**src/hw/rtl/hll_pkg.sv**
```systemverilog
package hll_pkg;

    // Default sketch geometry
    localparam int LOG2_REGS_DEF = 14;
    localparam int REG_BITS_DEF  = 6;

    // Fixed word field widths
    localparam int IDX_BITS  = 14;
    localparam int VAL_BITS  = 6;
    localparam int EST_BITS  = 48;
    localparam int ALPHA_BITS = 16;

    // Fraction bits of the harmonic sum
    localparam int FRAC_BITS = 64;

    // Quotient bits produced by the divider, one per step
    localparam int DIV_STEPS = EST_BITS;

    // Reset value of alpha (about 0.72134 in Q16)
    localparam logic [ALPHA_BITS-1:0] ALPHA_RESET = 16'd47274;

    // Input command codes
    localparam logic CMD_MERGE    = 1'b0;
    localparam logic CMD_ESTIMATE = 1'b1;

    // Controller to datapath commands
    typedef struct packed {
        logic cnt_clr;     // zero the shared counter
        logic cnt_inc;     // advance the shared counter
        logic clr_wr;      // write zero at counter address (clearing pass)
        logic rd_in;       // read address from input index, else counter
        logic merge_cap;   // capture merge index and value
        logic merge_wr;    // write back max of stored and captured value
        logic acc_clr;     // zero the sum accumulator
        logic sum_rd;      // walk read; data accumulates in the next cycle
        logic div_init;    // load remainder and saturation flag
        logic div_step;    // one restoring division step
        logic out_load;    // load result into output register
    } t_cmd;

    // Datapath to controller status
    typedef struct packed {
        logic cnt_mem_last;  // counter at last register
        logic cnt_div_last;  // counter at last quotient bit
        logic out_free;      // output register can take a word this cycle
    } t_sts;

endpackage

```
**src/hw/rtl/hll_ctrl.sv**
```systemverilog
module hll_ctrl (
    input  logic          i_clk,
    input  logic          i_rst_n,
    input  logic          i_in_valid,
    input  logic          i_cmd,
    output logic          o_in_stall,
    input  hll_pkg::t_sts i_sts,
    output hll_pkg::t_cmd o_ctl
);
    import hll_pkg::*;

    localparam logic [2:0] ST_CLR   = 3'd0;
    localparam logic [2:0] ST_IDLE  = 3'd1;
    localparam logic [2:0] ST_MWR   = 3'd2;
    localparam logic [2:0] ST_SUM   = 3'd3;
    localparam logic [2:0] ST_DRAIN = 3'd4;
    localparam logic [2:0] ST_INIT  = 3'd5;
    localparam logic [2:0] ST_DIV   = 3'd6;
    localparam logic [2:0] ST_DONE  = 3'd7;

    logic [2:0] r_state;
    logic [2:0] n_state;
    logic       accept;

    assign o_in_stall = (r_state != ST_IDLE);
    assign accept     = i_in_valid && (r_state == ST_IDLE);

    always_ff @(posedge i_clk) begin
        if (!i_rst_n) begin
            r_state <= ST_CLR;
        end else begin
            r_state <= n_state;
        end
    end

    // Next state and datapath commands
    always_comb begin
        n_state = r_state;
        o_ctl   = '0;
        unique case (r_state)
            ST_CLR: begin
                o_ctl.clr_wr = 1'b1;
                if (i_sts.cnt_mem_last) begin
                    o_ctl.cnt_clr = 1'b1;
                    n_state       = ST_IDLE;
                end else begin
                    o_ctl.cnt_inc = 1'b1;
                end
            end
            ST_IDLE: begin
                o_ctl.rd_in   = 1'b1;
                o_ctl.cnt_clr = 1'b1;
                if (accept) begin
                    if (i_cmd == CMD_MERGE) begin
                        o_ctl.merge_cap = 1'b1;
                        n_state         = ST_MWR;
                    end else begin
                        o_ctl.acc_clr = 1'b1;
                        n_state       = ST_SUM;
                    end
                end
            end
            ST_MWR: begin
                o_ctl.merge_wr = 1'b1;
                n_state        = ST_IDLE;
            end
            ST_SUM: begin
                o_ctl.sum_rd = 1'b1;
                if (i_sts.cnt_mem_last) begin
                    o_ctl.cnt_clr = 1'b1;
                    n_state       = ST_DRAIN;
                end else begin
                    o_ctl.cnt_inc = 1'b1;
                end
            end
            ST_DRAIN: begin
                n_state = ST_INIT;
            end
            ST_INIT: begin
                o_ctl.div_init = 1'b1;
                o_ctl.cnt_clr  = 1'b1;
                n_state        = ST_DIV;
            end
            ST_DIV: begin
                o_ctl.div_step = 1'b1;
                if (i_sts.cnt_div_last) begin
                    o_ctl.cnt_clr = 1'b1;
                    n_state       = ST_DONE;
                end else begin
                    o_ctl.cnt_inc = 1'b1;
                end
            end
            ST_DONE: begin
                if (i_sts.out_free) begin
                    o_ctl.out_load = 1'b1;
                    n_state        = ST_IDLE;
                end
            end
            default: begin
                n_state = ST_IDLE;
            end
        endcase
    end

endmodule

```
**config.mk**
```make
export PLATFORM = sky130hd
export DESIGN_NAME = hll_ctrl
export DESIGN_NICKNAME = d
export VERILOG_FILES = /design/src/hw/rtl/hll_pkg.sv /design/src/hw/rtl/hll_ctrl.sv
export SDC_FILE = /design/constraint.sdc
export NUM_CORES = 1
export LEC_CHECK = 0
export BUFFER_PORTS_ARGS = -buffer_cell sky130_fd_sc_hd__buf_2
export CORE_AREA = 2 2 39 41
export DETAILED_ROUTE_END_ITERATION = 8
export DIE_AREA = 0 0 41 43
export SLEW_MARGIN = 20
export SYNTH_ARGS = -nofsm -noshare
export SYNTH_HDL_FRONTEND = slang
export SYNTH_SLANG_ARGS = --single-unit
export TNS_END_PERCENT = 30
```
**constraint.sdc**
```tcl
create_clock -name i_clk -period 2.1 [get_ports i_clk]
set_input_delay 0.315 -clock i_clk [delete_from_list [all_inputs] [get_ports i_clk]]
set_output_delay 0.315 -clock i_clk [all_outputs]
set_load 0.02 [all_outputs]
```
==> impl_metrics.ini, run 1 <==
[critical_path]
r2r_cells = 3
cp_max_fo = 13
r2r_end = r_state[0]
endpoint_kind = output port
worstSetupEndpoint = o_ctl[9]
crit_start = r_state[0]
critical_path_required_ns = 1.78
r2r-start = r_state[0]
worstSetupPathType = reg2out
arrival_ns = 1.60
reg2reg_slack_ns = 0.70
start_kind = flip-flop

[timing]
fin_ws_ns = 0.184
setup_viol = 0
rsz0062_at_grt = false
fmax_ghz = 0.522
worst_pin_slew_ns = 0.398
period_needed_ns = 1.92
setup_tns_ns = 0
timing.slew.headroom = 0.734
fin_crit_sh = 0.913
finClkSkew_ns = 0.00427
hold_viol = 0
slew_violations = 0

[detailed_routing]
avgRoutedWirePerCell_um = 9.42
drc_errors = 0
drt-pass1-iter-count = 4
vias_per_cell = 4.57
drt-total-wl_um = 716
ant_nets = 0
drt_iter0_markers = 9
vias = 347

[logic_synthesis]
avgSynthCellArea_um2 = 6.68
netlist_area_um2 = 274
muxShareOfSynthArea = 0
syn_nets = 48
ys_ff_latch = 3
synth-simple-area-share = 0.443
synth_compound_area_frac = 0.256
syn_inst = 41
yosys_warnings = 0
synth_top_family_by_area = simple AND/OR/NAND/NOR gates
yosysUniqueCellTypes = 21
synthAdderAreaFrac = 0
synthXorXnorAreaFrac = 0
ys_seq_area_frac = 0.219

[hold_path]
hp-class = in2reg

[run]
max_cap_viol_count = 0

[clock_tree]
cts_tree = done
clock_path_buffers = 2
clkLatencyLatePin_ns = 0.23
post_cts_resized = 0
clkSlewWorstSetupHoldPaths_ns = 0.03
cts_root_buffer = clkbuf_4
cts_buffers = 3
postCtsHoldBufs = 0
cts_max_level = 1
cts_setup_buffers = 0
cts.sinks = 3

[layout]
top_register = r_state
area_growth_pct = 44.3
final_common_cell = buf_2
fin_area_um2 = 395
final_nets = 68
post_route_cells_drive_above_1_share = 0.383
diodes = 0
largest_reg_flops = 3
mostFrequentLayoutCells = buf_2, nor2_1, nand2_1
top_regs = r_state (3)
final_core_util = 0.286

[status]
status = finished, final reports clean

[power_and_ir_drop]
ir_drop_v = 0.000287
power.leakage_nw = 0.202
power.density_mw_per_mm2 = 610

[placement]
place.gp.congestion = 0.660
dp_slack_ns = 0.418
dp_hpwl_um = 561
io_buffers = 18
place_area_um2 = 369

[global_route]
antenna_found_initial = 0
grt_start_max_net_pins = 14
grt_util_all_layers = 0.0911
grt_pass1_wl_um = 1080
first_global_vias = 280
grt-ovfl-total = 0

[floorplanning]
die_y_um = 43
die_area_mm2 = 0.00176
num_rows = 14
die_x_um = 41
core-area_mm2 = 0.00138
start_util = 0.198
ioPinCount = 19
==> worst max-delay path, stage by stage (launching register included) <==
cell and delay [ns]:
dfxtp_1 0.42, or4_1 0.55, o31a_1 0.13, o31ai_1 0.07
buf_2 0.20
==> routing by layer <==
metal	GRT usage	part of all wire	up-vias
li1	-	-	182
met1	0.118	0.46	151
met3	0.0628	0.099	0
met2	0.113	0.44	14
met5	0	0	-
met4	0.0400	0	0
==> Yosys cell counts (all sizes together) <==
cell / number / share of area
a221oi: 1 / 0.032
inv: 2 / 0.027
nor3: 1 / 0.018
a211o: 1 / 0.032
o31a: 1 / 0.032
dfxtp: 3 / 0.22
nand3: 1 / 0.018
nor3b: 2 / 0.055
o21ai: 1 / 0.018
and3: 1 / 0.023
o31ai: 1 / 0.027
a21oi: 1 / 0.018
and3b: 1 / 0.032
and2: 1 / 0.023
nand2: 6 / 0.082
nand2b: 3 / 0.069
nor2: 7 / 0.096
or4: 1 / 0.027
a2bb2oi: 1 / 0.032
o2bb2ai: 2 / 0.064
buf: 3 / 0.055
==> metrics by stage <==
stage          power [mW]  hold slack (ns)  std cells
2_1_floorplan       0.117            0.432         41
3_3_place_gp        0.141            0.564         72
3_5_place_dp        0.141            0.563         72
4_1_cts             0.247            0.327         76
5_1_grt             0.266            0.349         76
6_report            0.241            0.328         76
==> power by group <==
group | switching, mW | internal [mW] | total [mW]
combinational | 0.0405 | 0.0287 | 0.0692
clock | 0.0299 | 0.0712 | 0.101
sequential | 0.0101 | 0.0606 | 0.0707
total | 0.0805 | 0.161 | 0.241
==> kinds of logic (layout without fill, tap and decap cells) <==
logic type      after synthesis  in the layout
compound gates                9              9
buf+inv                       5             24
simple gates                 24             24
flops                         3              3
==> cell type report <==
type	count	area, um2
well taps	16	20.0
fillers	166	988
multi-input cells	33	191
clock buffers	4	26.3
repair buffers	18	90.1
inverters	2	7.51
flip-flops and latches	3	60.1
==> worst min-delay path by stage <==
stage	startpoint	endpoint	slack [ns]	cells past startpoint
after global routing	i_rst_n	r_state[2]	0.35	2
after floorplan	i_rst_n	r_state[1]	0.43	1
after detailed placement	i_rst_n	r_state[1]	0.56	2
final	i_rst_n	r_state[1]	0.33	2
after global placement	i_rst_n	r_state[1]	0.56	2
after CTS	i_rst_n	r_state[1]	0.33	2
Note: power is estimated with default switching activity, not from simulation.
==> inputs of run 2 (changes only) <==
==> constraint.sdc (replaced) <==
create_clock -name i_clk -period 1.6 [get_ports i_clk]
set_input_delay 0.24 -clock i_clk [delete_from_list [all_inputs] [get_ports i_clk]]
set_output_delay 0.24 -clock i_clk [all_outputs]
set_load 0.02 [all_outputs]
==> impl_metrics.ini, run 2 (synthesis results as in run 1) <==
[global_route]
grt_pass1_wl_um = 1480
grt_util_all_layers = 0.126
first_global_vias = 334
grt_start_max_net_pins = 13
grt-ovfl-total = 0
antenna_found_initial = 0

[floorplanning]
num_rows = 14
ioPinCount = 19
die_x_um = 41
start_util = 0.198
die_area_mm2 = 0.00176
core-area_mm2 = 0.00138
die_y_um = 43

[layout]
final_nets = 75
top_register = r_state
seq_area_um2 = 65.1
area_growth_pct = 76.3
post_route_cells_drive_above_1_share = 0.552
top_regs = r_state (3)
mostFrequentLayoutCells = buf_2, buf_4, nor2_1
largest_reg_flops = 3
diodes = 0
fill_cells = 152
final_common_cell = buf_2
fin_area_um2 = 483
multiInputGateArea_um2 = 214

[timing]
finClkSkew_ns = 0.00347
fin_crit_sh = 1.04
fin_ws_ns = -0.0638
slew_violations = 0
setup_viol = 1
timing.slew.headroom = 0.868
rsz0062_at_grt = true
holdWs_ns = 0.259
hold_viol = 0
worst_pin_slew_ns = 0.199
period_needed_ns = 1.66
fmax_ghz = 0.601

[detailed_routing]
drt_iter0_markers = 8
ant_nets = 0
drt-total-wl_um = 916
drc_errors = 0
avgRoutedWirePerCell_um = 11.0
vias = 395
vias_per_cell = 4.76
drt-pass1-iter-count = 4

[hold_path]
min_from = i_rst_n
hp-class = in2reg
hold_path_end = r_state[2]
whs_path_depth = 2

[clock_tree]
clkSlewWorstSetupHoldPaths_ns = 0.04
cts.sinks = 3
cts_buffers = 3
cts_root_buffer = clkbuf_4
cts_max_level = 1
clock_path_buffers = 2
clkLatencyLatePin_ns = 0.23
cts_tree = done

[placement]
place_area_um2 = 397
place.gp.congestion = 0.749
dp_hpwl_um = 615
io_buffers = 18

[status]
failed_checks = setup timing
status = finished with violations

[critical_path]
critical_path_required_ns = 1.36
cp_max_fo = 2
r2r_cells = 5
endpoint_kind = output port
r2r_end = r_state[0]
reg2reg_slack_ns = 0.12
start_kind = flip-flop
arrival_ns = 1.42
r2r-start = r_state[0]
worstSetupPathType = reg2out

[power_and_ir_drop]
power.density_mw_per_mm2 = 710
ir_drop_v = 0.000172
power.leakage_nw = 0.245

[run]
max_cap_viol_count = 0
-- run 2: power breakdown --
| part | internal, mW | switching, mW |
|---|---|---|
| Combinational | 0.0567 | 0.0720 |
| Sequential | 0.0788 | 0.00251 |
| Clock | 0.0935 | 0.0394 |
| Total | 0.229 | 0.114 |
-- run 2: critical path, cell delays in order, from the launching register on --
cell and delay, ns:
dfxtp_1 0.30, or4_1 0.51, o31a_1 0.14, o31ai_2 0.07
buf_4 0.17
-- run 2: metrics by stage --
step / total power, mW / TNS, ns / instances / util / worst slack, ns
floorplan: 0.155 / 0 / 41 / - / 0.130
global placement: 0.193 / 0 / 75 / 0.287 / 0.177
CTS: 0.338 / -0.0735 / 81 / 0.321 / -0.0735
global route: 0.369 / -0.163 / 83 / 0.349 / -0.131
finish: 0.343 / -0.0638 / 83 / 0.349 / -0.0638
detailed placement: 0.193 / 0 / 75 / 0.287 / 0.155
-- run 2: final cells by class --
cell class,count,area share
multi-input cells,33,0.443
inverters,2,0.0155
well taps,16,0.0415
repair buffers,25,0.311
flip-flops and latches,3,0.135
clock buffers,4,0.0544
-- run 2: timing repair --
action                                  CTS  global route
buffers inserted                          2             2
endpoints found under the setup margin    3             4
resized for setup                         3             7
pin swaps                                 2             1
hold buffers                              0             0
cloned                                    0             0
-- run 2: how the worst max path moves through the flow --
stage	startpoint	end	slack, ns	cells past startpoint
2_1_floorplan	r_state[2]	o_ctl[4]	0.13	5
3_3_place_gp	r_state[2]	o_ctl[9]	0.18	4
3_5_place_dp	r_state[2]	o_ctl[9]	0.16	4
4_1_cts	r_state[2]	o_ctl[9]	-0.07	4
5_1_grt	r_state[0]	o_ctl[9]	-0.13	4
6_report	r_state[0]	o_ctl[9]	-0.06	4
-- run 2: layer usage --
| metal | track usage | part of all wire | vias to the layer above |
|---|---|---|---|
| met3 | 0.0314 | 0.049 | 2 |
| met4 | 0.100 | 0.013 | 0 |
| met5 | 0 | 0 | - |
| met2 | 0.169 | 0.52 | 17 |
| met1 | 0.163 | 0.41 | 179 |
| li1 | - | - | 197 |
